## src/rtl/vfmpg_pkg.sv

```systemverilog
// ----------------------------------------------------------------------------
// vfmpg_pkg
// Types and constants for the valve fire-mode pulse generator.
// ----------------------------------------------------------------------------
package vfmpg_pkg;

   localparam int PRESSURE_W   = 12;
   localparam int MODE_W       = 9;
   localparam int HELD_W       = 11;
   localparam int PHASE_W      = 9;
   localparam int CSR_INDEX_W  = 2;
   localparam int CSR_DATA_W   = 12;

   localparam int PERIOD_BASE  = 500;
   localparam int PULSE_TICKS  = 300;
   localparam int MODE_MAX     = 400;
   localparam int HELD_MAX     = 2047;
   localparam int BURST_END1   = 300;
   localparam int BURST_LO2    = 400;
   localparam int BURST_HI2    = 700;
   localparam int BURST_LO3    = 800;
   localparam int BURST_HI3    = 1100;

   localparam logic [MODE_W-1:0]     MODE_CONTINUOUS = MODE_W'(0);
   localparam logic [MODE_W-1:0]     MODE_SINGLE     = MODE_W'(1);
   localparam logic [MODE_W-1:0]     MODE_BURST      = MODE_W'(2);

   localparam logic [CSR_INDEX_W-1:0] CSR_FIRE_MODE  = CSR_INDEX_W'(0);
   localparam logic [CSR_INDEX_W-1:0] CSR_SETPOINT   = CSR_INDEX_W'(1);
   localparam logic [CSR_INDEX_W-1:0] CSR_HYSTERESIS = CSR_INDEX_W'(2);

   localparam logic [MODE_W-1:0]     FIRE_MODE_RESET  = MODE_W'(0);
   localparam logic [PRESSURE_W-1:0] SETPOINT_RESET   = PRESSURE_W'(400);
   localparam logic [PRESSURE_W-1:0] HYSTERESIS_RESET = PRESSURE_W'(200);

   typedef struct packed {
      logic                  trigger_held;
      logic [PRESSURE_W-1:0] pressure_sample;
   } req_type;

   typedef struct packed {
      logic valve_open;
      logic compressor_on;
   } rsp_type;

endpackage

```

## src/rtl/valve_fire_mode_pulse_generator.sv

```systemverilog
// ----------------------------------------------------------------------------
// valve_fire_mode_pulse_generator
// Per-tick valve pulse shaping by firing mode, plus compressor hysteresis.
// ----------------------------------------------------------------------------
// One tick is taken every clock unless a waiting result stalls the input. A
// tick passes an input register, then the result register that offers its
// result; the hold counter, wave phase and compressor state change as the tick
// leaves the input register. The result register lets a new tick in while a
// finished result waits. Mode changes are expected with the trigger released.
module valve_fire_mode_pulse_generator #(
   parameter int PERIOD_BASE = vfmpg_pkg::PERIOD_BASE,
   parameter int PULSE_TICKS = vfmpg_pkg::PULSE_TICKS
) (
   input  logic                                   clock,
   input  logic                                   reset,
   input  logic                                   req_valid,
   output logic                                   req_ready,
   input  vfmpg_pkg::req_type                     req_payload,
   output logic                                   rsp_valid,
   input  logic                                   rsp_ready,
   output vfmpg_pkg::rsp_type                     rsp_payload,
   input  logic                                   csr_valid,
   output logic                                   csr_ready,
   input  logic [vfmpg_pkg::CSR_INDEX_W-1:0]      csr_index,
   input  logic [vfmpg_pkg::CSR_DATA_W-1:0]       csr_data
);

   localparam int MW = vfmpg_pkg::MODE_W;
   localparam int PW = vfmpg_pkg::PRESSURE_W;
   localparam int HW = vfmpg_pkg::HELD_W;
   localparam int QW = vfmpg_pkg::PHASE_W;

   logic [MW-1:0]           fire_mode_ff;
   logic [PW-1:0]           setpoint_ff;
   logic [PW-1:0]           hysteresis_ff;

   logic                    in_valid_ff;
   vfmpg_pkg::req_type      in_data_ff;
   logic                    rsp_valid_ff;
   vfmpg_pkg::rsp_type      rsp_data_ff;

   logic [HW-1:0]           held_ticks_ff, held_ticks_in;
   logic [QW-1:0]           wave_phase_ff, wave_phase_in;
   logic                    comp_ff, comp_in;

   logic                    advance;
   logic [MW-1:0]           mode_clamp;
   logic [10:0]             period_raw;
   logic [QW-1:0]           period;
   logic [QW:0]             half;
   logic [QW-1:0]           phase_eff;
   logic [QW:0]             phase_inc;
   logic                    burst_open;
   logic                    valve_hold;
   logic                    valve;
   logic [PW:0]             upper;

   assign advance   = in_valid_ff && (!rsp_valid_ff || rsp_ready);
   assign req_ready = !in_valid_ff || advance;
   assign csr_ready = 1'b1;
   assign rsp_valid = rsp_valid_ff;
   assign rsp_payload = rsp_data_ff;

   always_comb begin
      mode_clamp = (fire_mode_ff > MW'(vfmpg_pkg::MODE_MAX)) ?
                   MW'(vfmpg_pkg::MODE_MAX) : fire_mode_ff;
      period_raw = 11'(PERIOD_BASE) - {2'b00, mode_clamp};
      if (period_raw[10] || (period_raw == 11'd0)) begin
         period = QW'(1);
      end else begin
         period = period_raw[QW-1:0];
      end
      half      = ({1'b0, period} + (QW+1)'(1)) >> 1;
      phase_eff = (wave_phase_ff >= period) ? '0 : wave_phase_ff;
      phase_inc = {1'b0, phase_eff} + (QW+1)'(1);

      burst_open = (held_ticks_ff < HW'(vfmpg_pkg::BURST_END1)) ||
                   ((held_ticks_ff > HW'(vfmpg_pkg::BURST_LO2)) &&
                    (held_ticks_ff < HW'(vfmpg_pkg::BURST_HI2))) ||
                   ((held_ticks_ff > HW'(vfmpg_pkg::BURST_LO3)) &&
                    (held_ticks_ff < HW'(vfmpg_pkg::BURST_HI3)));

      if (fire_mode_ff == vfmpg_pkg::MODE_CONTINUOUS) begin
         valve_hold = 1'b1;
      end else if (fire_mode_ff == vfmpg_pkg::MODE_SINGLE) begin
         valve_hold = held_ticks_ff < HW'(PULSE_TICKS);
      end else if (fire_mode_ff == vfmpg_pkg::MODE_BURST) begin
         valve_hold = burst_open;
      end else begin
         valve_hold = {1'b0, phase_eff} < half;
      end

      if (in_data_ff.trigger_held) begin
         valve = valve_hold;
         held_ticks_in = (held_ticks_ff == HW'(vfmpg_pkg::HELD_MAX)) ?
                         held_ticks_ff : held_ticks_ff + HW'(1);
         wave_phase_in = (phase_inc >= {1'b0, period}) ? '0 : phase_inc[QW-1:0];
      end else begin
         valve = 1'b0;
         held_ticks_in = '0;
         wave_phase_in = '0;
      end

      upper = {1'b0, setpoint_ff} + {1'b0, hysteresis_ff};
      if (in_data_ff.pressure_sample < setpoint_ff) begin
         comp_in = 1'b1;
      end else if (comp_ff && ({1'b0, in_data_ff.pressure_sample} > upper)) begin
         comp_in = 1'b0;
      end else begin
         comp_in = comp_ff;
      end
   end

   always_ff @(posedge clock) begin
      if (reset) begin
         fire_mode_ff  <= vfmpg_pkg::FIRE_MODE_RESET;
         setpoint_ff   <= vfmpg_pkg::SETPOINT_RESET;
         hysteresis_ff <= vfmpg_pkg::HYSTERESIS_RESET;
         in_valid_ff   <= 1'b0;
         rsp_valid_ff  <= 1'b0;
         held_ticks_ff <= '0;
         wave_phase_ff <= '0;
         comp_ff       <= 1'b0;
      end else begin
         if (csr_valid) begin
            case (csr_index)
               vfmpg_pkg::CSR_FIRE_MODE:  fire_mode_ff  <= csr_data[MW-1:0];
               vfmpg_pkg::CSR_SETPOINT:   setpoint_ff   <= csr_data[PW-1:0];
               vfmpg_pkg::CSR_HYSTERESIS: hysteresis_ff <= csr_data[PW-1:0];
               default: begin
               end
            endcase
         end
         if (req_ready) begin
            in_valid_ff <= req_valid;
         end
         if (advance) begin
            rsp_valid_ff  <= 1'b1;
            held_ticks_ff <= held_ticks_in;
            wave_phase_ff <= wave_phase_in;
            comp_ff       <= comp_in;
         end else if (rsp_ready) begin
            rsp_valid_ff  <= 1'b0;
         end
      end
   end

   always_ff @(posedge clock) begin
      if (req_ready && req_valid) begin
         in_data_ff <= req_payload;
      end
      if (advance) begin
         rsp_data_ff.valve_open    <= valve;
         rsp_data_ff.compressor_on <= comp_in;
      end
   end

endmodule

```

## config.mk

```make
export PLATFORM = sky130hd
export DESIGN_NAME = valve_fire_mode_pulse_generator
export DESIGN_NICKNAME = d
export VERILOG_FILES = /design/src/rtl/vfmpg_pkg.sv /design/src/rtl/valve_fire_mode_pulse_generator.sv
export SDC_FILE = /design/constraint.sdc
export NUM_CORES = 1
export LEC_CHECK = 0
export ABC_AREA = 1
export BUFFER_PORTS_ARGS = -buffer_cell sky130_fd_sc_hd__buf_2
export CAP_MARGIN = 20
export CORE_UTILIZATION = 35
export CTS_CLUSTER_SIZE = 30
export DETAILED_ROUTE_END_ITERATION = 16
export PLACE_DENSITY = 0.47
export SYNTH_ARGS = -nofsm -noshare
export SYNTH_HDL_FRONTEND = slang
export SYNTH_SLANG_ARGS = --single-unit
```

## constraint.sdc

```tcl
create_clock -name clock -period 6.33 [get_ports clock]
set_input_delay 1.266 -clock clock [delete_from_list [all_inputs] [get_ports clock]]
set_output_delay 1.266 -clock clock [all_outputs]
set_load 0.02 [all_outputs]
```

==> results of run 1 <==
## layout make-up
cell class                      instances  area (um^2)
Fill cell                            1491         8670
Clock inverter                          3         15.0
Clock buffer                           13          272
Sequential cell                        71         1570
Timing Repair Buffer                   36          183
Inverter                               98          368
Multi-Input combinational cell        534         3170
Tap cell                              184          230
## flip-flops by register name (all words and copies together) (netlist names)
register       cells
setpoint_ff       12
in_valid_ff        1
comp_ff            1
in_data_ff        13
wave_phase_ff      9
rsp_payload        2
held_ticks_ff     11
rsp_valid          1
fire_mode_ff       9
hysteresis_ff     12
## worst max path at each step
stage	from	endpoint	slack [ns]	cells after the start
after floorplan	fire_mode_ff[2]	wave_phase_ff[6]	1.39	37
after global placement	fire_mode_ff[0]	wave_phase_ff[6]	0.87	37
after detailed placement	fire_mode_ff[0]	wave_phase_ff[6]	0.70	35
after CTS	fire_mode_ff[0]	wave_phase_ff[6]	0.68	35
after global routing	fire_mode_ff[0]	wave_phase_ff[6]	0.08	37
final	fire_mode_ff[1]	wave_phase_ff[3]	0.68	33
## metal layers
metal  vias up  GRT usage, %
met1      2105          22.6
met4         0          4.89
li1       2439             -
met2        72          33.8
met3         8          4.15
met5         -             0
## metrics by stage
stage               area [um^2]  cells  total power [W]  setup slack [ns]
finish                     5810    939          0.00118             0.683
global route               5810    939          0.00125            0.0766
CTS                        5810    939          0.00120             0.684
detailed placement         5520    923         0.000698             0.701
global placement           5520    923         0.000695             0.866
floorplan                  5160    717         0.000640              1.39
## worst max-delay path, delay by kind of cell (launching register included)
family | cells | cell delay, ns
simple gates | 16 | 1.87
buf+inv | 6 | 0.59
flops | 1 | 0.33
fa+ha+maj | 4 | 1.11
compound gates | 7 | 1.62
## where the power goes
group          leakage [nW]  switching, W  total (W)  internal (W)
registers             0.602     0.0000120   0.000493      0.000481
logic                  1.88      0.000122   0.000193     0.0000704
clock network         0.145      0.000193   0.000491      0.000298
## logic make-up (layout without fill, tap and decap cells)
group                      after synthesis  count (layout)
and+or+nand+nor                        313             313
AOI/OAI and AO/OA                      131             131
buffers and inverters                  112             150
DFF                                     71              71
adders and majority gates               67              67
xor gates and xnor gates                21              21
other                                    1               2
## layout by cell type (no fill, tap or decap), types with 2 or more instances in the layout
cell type,synthesis,layout
a21oi_1,80,80
a21oi_4,2,2
buf_2,1,35
clkbuf_1,12,2
clkbuf_16,0,10
clkinv_2,0,3
conb_1,1,2
dfxtp_1,56,56
edfxtp_1,15,15
ha_1,66,66
inv_1,93,93
inv_2,5,5
nand2_1,161,161
nand2_2,2,2
nand3_1,45,45
nand4_1,13,13
nor2_1,57,57
nor2_2,9,9
nor3_1,14,14
nor3_2,2,2
nor4_1,2,2
o211ai_1,4,4
o21a_1,2,2
o21ai_0,33,33
o21bai_1,2,2
o31ai_1,2,2
or2_2,2,2
xnor2_1,6,6
xor2_1,12,12
xor2_2,2,2
==> metrics.txt, run 1 <==
Worst Path Max Fanout 12; Final TNS setup 0 ns; DRT Pass-1 Iters 5; power density over cell area 203 mW/mm^2; vias in the first global route 4365; max layer used met4; Post-synth top flop dfxtp_1; XOR/XNOR Fraction of Synth Area 4.22%; Synth top cells by count 161 x nand2_1, 93 x inv_1, 80 x a21oi_1; die height 123 um; CTS root buffer clkbuf_16; Inserted Diodes 0; pin count of the biggest net entering global routing 27; WL met2 6730 um; Required @ worst endpoint 6.59 ns; total grt overflow 0; # rows 44; Tmin final 5.65 ns; Initial Utilization 35.6%; reg2reg setup slack 0.68 ns; max-slew violation count 0; #FFs+latches synth 71; Worst Tran Pin Value 1.01 ns; most frequent cell after synthesis nand2_1; Final Skew 0.00721 ns; final core utilization 40.1%; Core ar. 0.0145 mm^2; final setup fails 0; critical path arrival 5.91 ns; routed via count 4624; Iter 0 DRT Violations 242; CP endpoint kind flip-flop; Setup Buffers After CTS 0; GRT Util Overall 18.9%; Avg Cell Area, Syn 7.21 um^2; area leader, netlist dfxtp_1; gp weighted congestion 0.890; YS warnings 0; H-tree levels 3; CTS tree built; Slew Limit Headroom 31.8%; Tcrit/Tclk final 89.2%; Die Wd 123 um; hold endpoint hysteresis_ff[9]; startpoint types flip-flop; Antenna Nets Post-Route 0; Setup CP Type reg -> reg; main area contributors after synthesis dfxtp_1 22%, ha_1 16%, nand2_1 12%, edfxtp_1 8.7%, a21oi_1 7.8%; origin of the critical flop-to-flop path fire_mode_ff[1]; Max clock buf depth 2; Avg Vias per Cell 4.92; Reg clk slew, reported paths 0.06 ns; Post-Syn Instances 716; fmax 177 MHz; total length of routed wires 13400 um; mapped cell area 0.00516 mm^2; Max Cap Violations 0; initial antenna violation count 0; depth of the worst hold-timing path 2; hold_buf cts 0; Synth Area in Compound Gates 14.1%; Detailed Place HPWL 10900 um; LEAKAGE 2.63 nW; # IOs 37; synth unique cells 43; EDFF count, synth 15; Residual DRC 0; first-pass GRT wire length 21600 um; Worst path slowest cell a21oi_1; WL met3 358 um; adder-cell area share of the yosys netlist 16.4%; Hold Path Origin hysteresis_ff[9]; Hold Path Class reg -> reg; Seq/Total Area, Yosys 30.5%; total die area 0.0152 mm^2; Syn-to-layout area delta 12.5%; max incr delay on CP 0.52 ns; Sink Count 71; worst r2r dst wave_phase_ff[3]; top-area cell type share of the netlist area 21.7%; M1 WL 6100 um; CTS Buf Count 9; ys async rst share 0%; unrepaired setup endpoints after global routing no; mux contribution to synthesized area 0%; VDD IR-drop max 0.130 mV; largest family of logic cells by synthesized area simple AND/OR/NAND/NOR gates; Final Hold Fails 0; Reg2Reg Depth 33; post-CTS sizing 0; worst-skew pair later-pin latency 0.34 ns; Most Frequent Cell on Critical Path nand2_1; share of post-route cells with drive strength above 1 10.7%; worst hold margin 0.470 ns; routed len/inst 14.2 um; port buffer count 35; simple-gate share of the synthesized area 26.5%; Layout Nets 849; status complete, no violations
(Power assumes the default switching activity.)
==> run 2, diff against run 1 <==
--- a/config.mk
+++ b/config.mk
@@ -8,6 +8,7 @@
 export ABC_AREA = 1
 export BUFFER_PORTS_ARGS = -buffer_cell sky130_fd_sc_hd__buf_2
 export CAP_MARGIN = 20
+export CORE_ASPECT_RATIO = 0.7
 export CORE_UTILIZATION = 35
 export CTS_CLUSTER_SIZE = 30
 export DETAILED_ROUTE_END_ITERATION = 16
==> metrics.txt, run 2 (synthesized netlist as in run 1, its figures left out) <==
status complete, no violations; Reg area 0.00157 mm^2 (unchanged); Worst Path Max Fanout 12 (unchanged); part of the power in registers 42.1% (+0.2 points); CP endpoint kind flip-flop; routed via count 4639 (+0.32%); die height 104 um (-16%); gp weighted congestion 0.941 (+5.8%); Residual DRC 0 (unchanged); total grt overflow 0 (unchanged); Max Cap Violations 0 (unchanged); Required @ worst endpoint 6.60 ns (about the same); DRT Pass-1 Iters 7 (+2); initial antenna violation count 0 (unchanged); Syn-to-layout area delta 12.8%; VDD IR-drop max 0.141 mV (+8.4%); largest registers in the final layout in_data_ff (13), hysteresis_ff (12), setpoint_ff (12); start point of the critical path fire_mode_ff[0]; max-slew violation count 0 (unchanged); switching power 0.000344 W (+5.0%); routed len/inst 14.7 um (+3.3%); Die Wd 147 um (+19%); fmax 180 MHz (+1.6%); Final Non-Filler Cells 946 (+0.75%); power density over cell area 201 mW/mm^2 (-0.65%); port buffer count 35 (unchanged); Antenna Nets Post-Route 0 (unchanged); share of post-route cells with drive strength above 1 11.2% (+0.51 points); Setup Buffers After CTS 0 (unchanged); Final Skew 0.00572 ns (-0.00149 ns); flip-flop count of the largest register after layout 13 (unchanged); LEAKAGE 2.62 nW (-0.33%); Worst Tran Pin Value 0.710 ns (-0.305 ns); vias in the first global route 4444 (+1.8%); Iter 0 DRT Violations 279 (+15%); GRT Util Overall 19.5% (+0.63 points); Inserted Diodes 0 (unchanged); Final Hold Fails 0 (unchanged); H-tree levels 3 (unchanged); Tmin final 5.56 ns (-0.0885 ns); Net Sw Frac 29.3% (+1.5 points); critical path arrival 5.82 ns (-0.09 ns); Multi-input gate area 0.00317 mm^2 (+0.12%); fill cell count 1522 (+2.1%); placed cell count 930 (+0.76%); final setup fails 0 (unchanged); Max clock buf depth 2 (unchanged); Avg Vias per Cell 4.90 (-0.42%); pin count of the biggest net entering global routing 27 (unchanged); Worst path slowest cell xor2_1; origin of the critical flop-to-flop path fire_mode_ff[0]; combinational power share 16.8% (+0.4 points); Hold Path Class reg -> reg; Final TNS setup 0 ns (unchanged); Sink Count 71 (unchanged); unrepaired setup endpoints after global routing no; Hold Path Origin hysteresis_ff[2]; hold_buf cts 0 (unchanged); # IOs 37 (unchanged); CTS Buf Count 9 (unchanged); commonest non-fill, non-tap cell in the layout nand2_1; Initial Utilization 36.5% (+0.84 points); Reg clk slew, reported paths 0.06 ns (about the same); most frequent cells in the layout 161 x nand2_1, 93 x inv_1, 79 x a21oi_1, 66 x ha_1, 57 x nor2_1; Clock Power Share 41.1% (-0.6 points); worst-skew pair later-pin latency 0.33 ns (about the same); total die area 0.0152 mm^2 (about the same); Tcrit/Tclk final 87.8% (-1.4 points); Largest Register in_data_ff; Core ar. 0.0141 mm^2 (-2.3%); Setup CP Type reg -> reg; total length of routed wires 13900 um (+4.0%); CTS root buffer clkbuf_16; # rows 36 (-18%); CTS tree built; startpoint types flip-flop; Pint 0.000829 W (-2.4%); first-pass GRT wire length 23100 um (+7.2%); post-CTS sizing 0 (unchanged); Slew Limit Headroom 52.6% (+21 points); Layout Nets 850 (+0.12%); max incr delay on CP 0.40 ns (-0.12 ns); Detailed Place HPWL 11400 um (+4.4%)
run 2: cell types whose count changed in the layout (fill, tap and decap cells not counted), sizes merged:
cell and change:
clkinv -1, inv +1, buf +1, clkbuf -3, clkinvlp +3
run 2: through the flow:
step                instance area [um^2]  utilization, %  hold slack, ns  power, W  setup slack (ns)
floorplan                           5160               -           0.446  0.000640              1.39
global placement                    5530            39.1           0.460  0.000697             0.848
detailed placement                  5530            39.1           0.465  0.000699             0.653
CTS                                 5820            41.1           0.474   0.00119             0.643
global route                        5820            41.2           0.501   0.00124            0.0866
finish                              5820            41.2           0.478   0.00117             0.771
run 2: power groups by stage:
stage	clock (W)	combinational [W]	sequential, W
after floorplan	0	0.000139	0.000501
after global placement	0	0.000193	0.000503
after detailed placement	0	0.000195	0.000503
after CTS	0.000496	0.000197	0.000494
after global routing	0.000513	0.000227	0.000496
final	0.000482	0.000197	0.000494
run 2: cell type report:
type                            instances  share of cell area (%)
Clock inverter                          6                   0.774
Clock buffer                           10                    4.10
Timing Repair Buffer                   37                    3.27
Sequential cell                        71                    27.0
Multi-Input combinational cell        534                    54.5
Inverter                               98                    6.32
Tap cell                              190                    4.08
run 2: path summary, 6_finish.rpt:
| kind | to | slack [ns] | cells after the start |
|---|---|---|---|
| worst min-delay path | hysteresis_ff[2] | 0.48 | 2 |
| worst max register to register | wave_phase_ff[6] | 0.77 | 34 |
| worst max-delay path | wave_phase_ff[6] | 0.77 | 34 |
| worst min register to register | hysteresis_ff[2] | 0.48 | 2 |
run 2: worst max-delay path: cells and delay by family (launching register included):
| kind | cells | cell delay (ns) |
|---|---|---|
| fa+ha+maj | 3 | 0.86 |
| compound gates | 5 | 0.82 |
| flops | 1 | 0.31 |
| simple gates | 19 | 2.22 |
| xor+xnor | 2 | 0.66 |
| buf+inv | 5 | 0.62 |
run 2: routing by layer:
| metal | routed length, um | global-route usage [%] |
|---|---|---|
| met3 | 804 | 3.92 |
| met1 | 7890 | 31.5 |
| met5 | 0 | 0 |
| met4 | 104 | 4.42 |
| met2 | 5100 | 25.5 |
==> run 3, diff against run 2 <==
--- a/config.mk
+++ b/config.mk
@@ -13,6 +13,7 @@
 export CTS_CLUSTER_SIZE = 30
 export DETAILED_ROUTE_END_ITERATION = 16
 export PLACE_DENSITY = 0.47
+export RECOVER_POWER = 25
 export SYNTH_ARGS = -nofsm -noshare
 export SYNTH_HDL_FRONTEND = slang
 export SYNTH_SLANG_ARGS = --single-unit
==> metrics.txt, run 3 (synthesized netlist as in run 1, its figures left out) <==
Place WS 0.653 ns (unchanged); # rows 36 (unchanged); combinational power share 16.8% (about the same); Required @ worst endpoint 6.57 ns (-0.03 ns); vias in the first global route 4444 (unchanged); H-tree levels 3 (unchanged); Sink Count 71 (unchanged); initial antenna violation count 0 (unchanged); pin count of the biggest net entering global routing 27 (unchanged); Avg Vias per Cell 4.91 (+0.17%); Die Wd 147 um (unchanged); Max Cap Violations 0 (unchanged); Max clock buf depth 2 (unchanged); Iter 0 DRT Violations 279 (unchanged); switching power 0.000344 W (about the same); Final Hold Fails 0 (unchanged); Pint 0.000829 W (about the same); flip-flop count of the largest register after layout 13 (unchanged); setup slack after layout 0.758 ns (-0.0130 ns); Worst Tran Pin Value 1.34 ns (+0.626 ns); Tcrit/Tclk final 88.0% (+0.21 points); Antenna Nets Post-Route 0 (unchanged); Setup CP Type reg -> reg; total grt overflow 0 (unchanged); routed len/inst 14.7 um (+0.14%); Worst Path Max Fanout 12 (unchanged); Residual DRC 0 (unchanged); share of post-route cells with drive strength above 1 11.1% (-0.13 points); status complete, no violations; Largest Register in_data_ff; Net Sw Frac 29.3% (about the same); fill cell count 1522 (unchanged); post-CTS sizing 0 (unchanged); CTS root buffer clkbuf_16; Final Skew 0.00571 ns (-0.00000980 ns); Most Frequent Cell on Critical Path nand2_1; Syn-to-layout area delta 12.8% (about the same); worst-skew pair later-pin latency 0.33 ns (about the same); LEAKAGE 2.62 nW (-0.10%); CTS Buf Count 9 (unchanged); VDD IR-drop max 0.141 mV (about the same); port buffer count 35 (unchanged); unrepaired setup endpoints after global routing no; power density over cell area 201 mW/mm^2 (about the same); total die area 0.0152 mm^2 (unchanged); CTS tree built; Worst path slowest cell xor2_1; routed via count 4647 (+0.17%); Core ar. 0.0141 mm^2 (unchanged); Slew Limit Headroom 10.9% (-42 points); max-slew violation count 0 (unchanged); Inserted Diodes 0 (unchanged); total length of routed wires 13900 um (+0.14%); part of the power in registers 42.1% (about the same); Detailed Place HPWL 11400 um (unchanged); hold_buf cts 0 (unchanged); Reg clk slew, reported paths 0.06 ns (about the same); # IOs 37 (unchanged); GRT Util Overall 19.5% (unchanged); Setup Buffers After CTS 0 (unchanged); CP endpoint kind flip-flop; most frequent cells in the layout 161 x nand2_1, 93 x inv_1, 79 x a21oi_1, 66 x ha_1, 57 x nor2_1; max incr delay on CP 0.41 ns (about the same); Layout Nets 850 (unchanged); Hold Path Class reg -> reg; largest registers in the final layout in_data_ff (13), hysteresis_ff (12), setpoint_ff (12); gp weighted congestion 0.941 (unchanged); Clock Power Share 41.1% (about the same); Initial Utilization 36.5% (unchanged); final setup fails 0 (unchanged); commonest non-fill, non-tap cell in the layout nand2_1; DRT Pass-1 Iters 7 (unchanged); Final TNS setup 0 ns (unchanged); die height 104 um (unchanged); first-pass GRT wire length 23100 um (unchanged); Tmin final 5.57 ns (+0.0130 ns); startpoint types flip-flop; critical path arrival 5.81 ns (about the same); final core utilization 41.2% (about the same); fmax 179 MHz (-0.23%); reg2reg setup slack 0.76 ns (about the same)
-- run 3: cell count changes in the layout (fill, tap and decap cells not counted), sizes merged --
| cell | before | now |
|---|---|---|
| buf | 37 | 36 |
| clkbuf | 10 | 11 |
-- run 3: power by group through the flow --
stage	sequential, W	combinational, W	clock, W
6_report	0.000494	0.000197	0.000482
5_1_grt	0.000496	0.000227	0.000513
4_1_cts	0.000494	0.000197	0.000496
3_3_place_gp	0.000503	0.000193	0
3_5_place_dp	0.000503	0.000195	0
2_1_floorplan	0.000501	0.000139	0
-- run 3: final cells by class --
class,instances,area (um^2),area share (%)
clock buffers,10,239,4.11
multi-input cells,534,3170,54.5
repair buffers,37,189,3.25
flip-flops and latches,71,1570,27.0
inverters,98,368,6.32
well taps,190,238,4.08
clock inverters,6,45.0,0.774
-- run 3: critical path: cells and delay by family, from the launching register on --
kind	cells	cell delay [ns]
AOI/OAI and AO/OA	6	0.95
xor gates and xnor gates	2	0.67
buffers and inverters	5	0.62
DFF	1	0.31
and+or+nand+nor	16	2.07
adders and majority gates	3	0.87
-- run 3: stage by stage --
step	power, W	hold slack [ns]	std cells	cell area [um^2]
finish	0.00117	0.478	946	5820
global route	0.00124	0.501	946	5820
CTS	0.00119	0.474	946	5820
detailed placement	0.000699	0.465	930	5530
global placement	0.000697	0.460	930	5530
floorplan	0.000640	0.446	717	5160
-- run 3: final timing paths --
| check | startpoint | to | cells after the start |
|---|---|---|---|
| hold reg to reg | hysteresis_ff[2] | hysteresis_ff[2] | 2 |
| setup / recovery | fire_mode_ff[0] | wave_phase_ff[8] | 32 |
| setup reg to reg | fire_mode_ff[0] | wave_phase_ff[8] | 32 |
| hold / removal | hysteresis_ff[2] | hysteresis_ff[2] | 2 |
-- run 3: layer usage --
metal	routed length [um]	vias to the layer above	part of all wire, %	track usage [%]
li1	-	2443	-	-
met1	7880	2101	57	31.5
met2	5110	95	37	25.5
met3	816	8	5.9	3.92
met4	100	0	0.72	4.42
met5	0	-	0	0
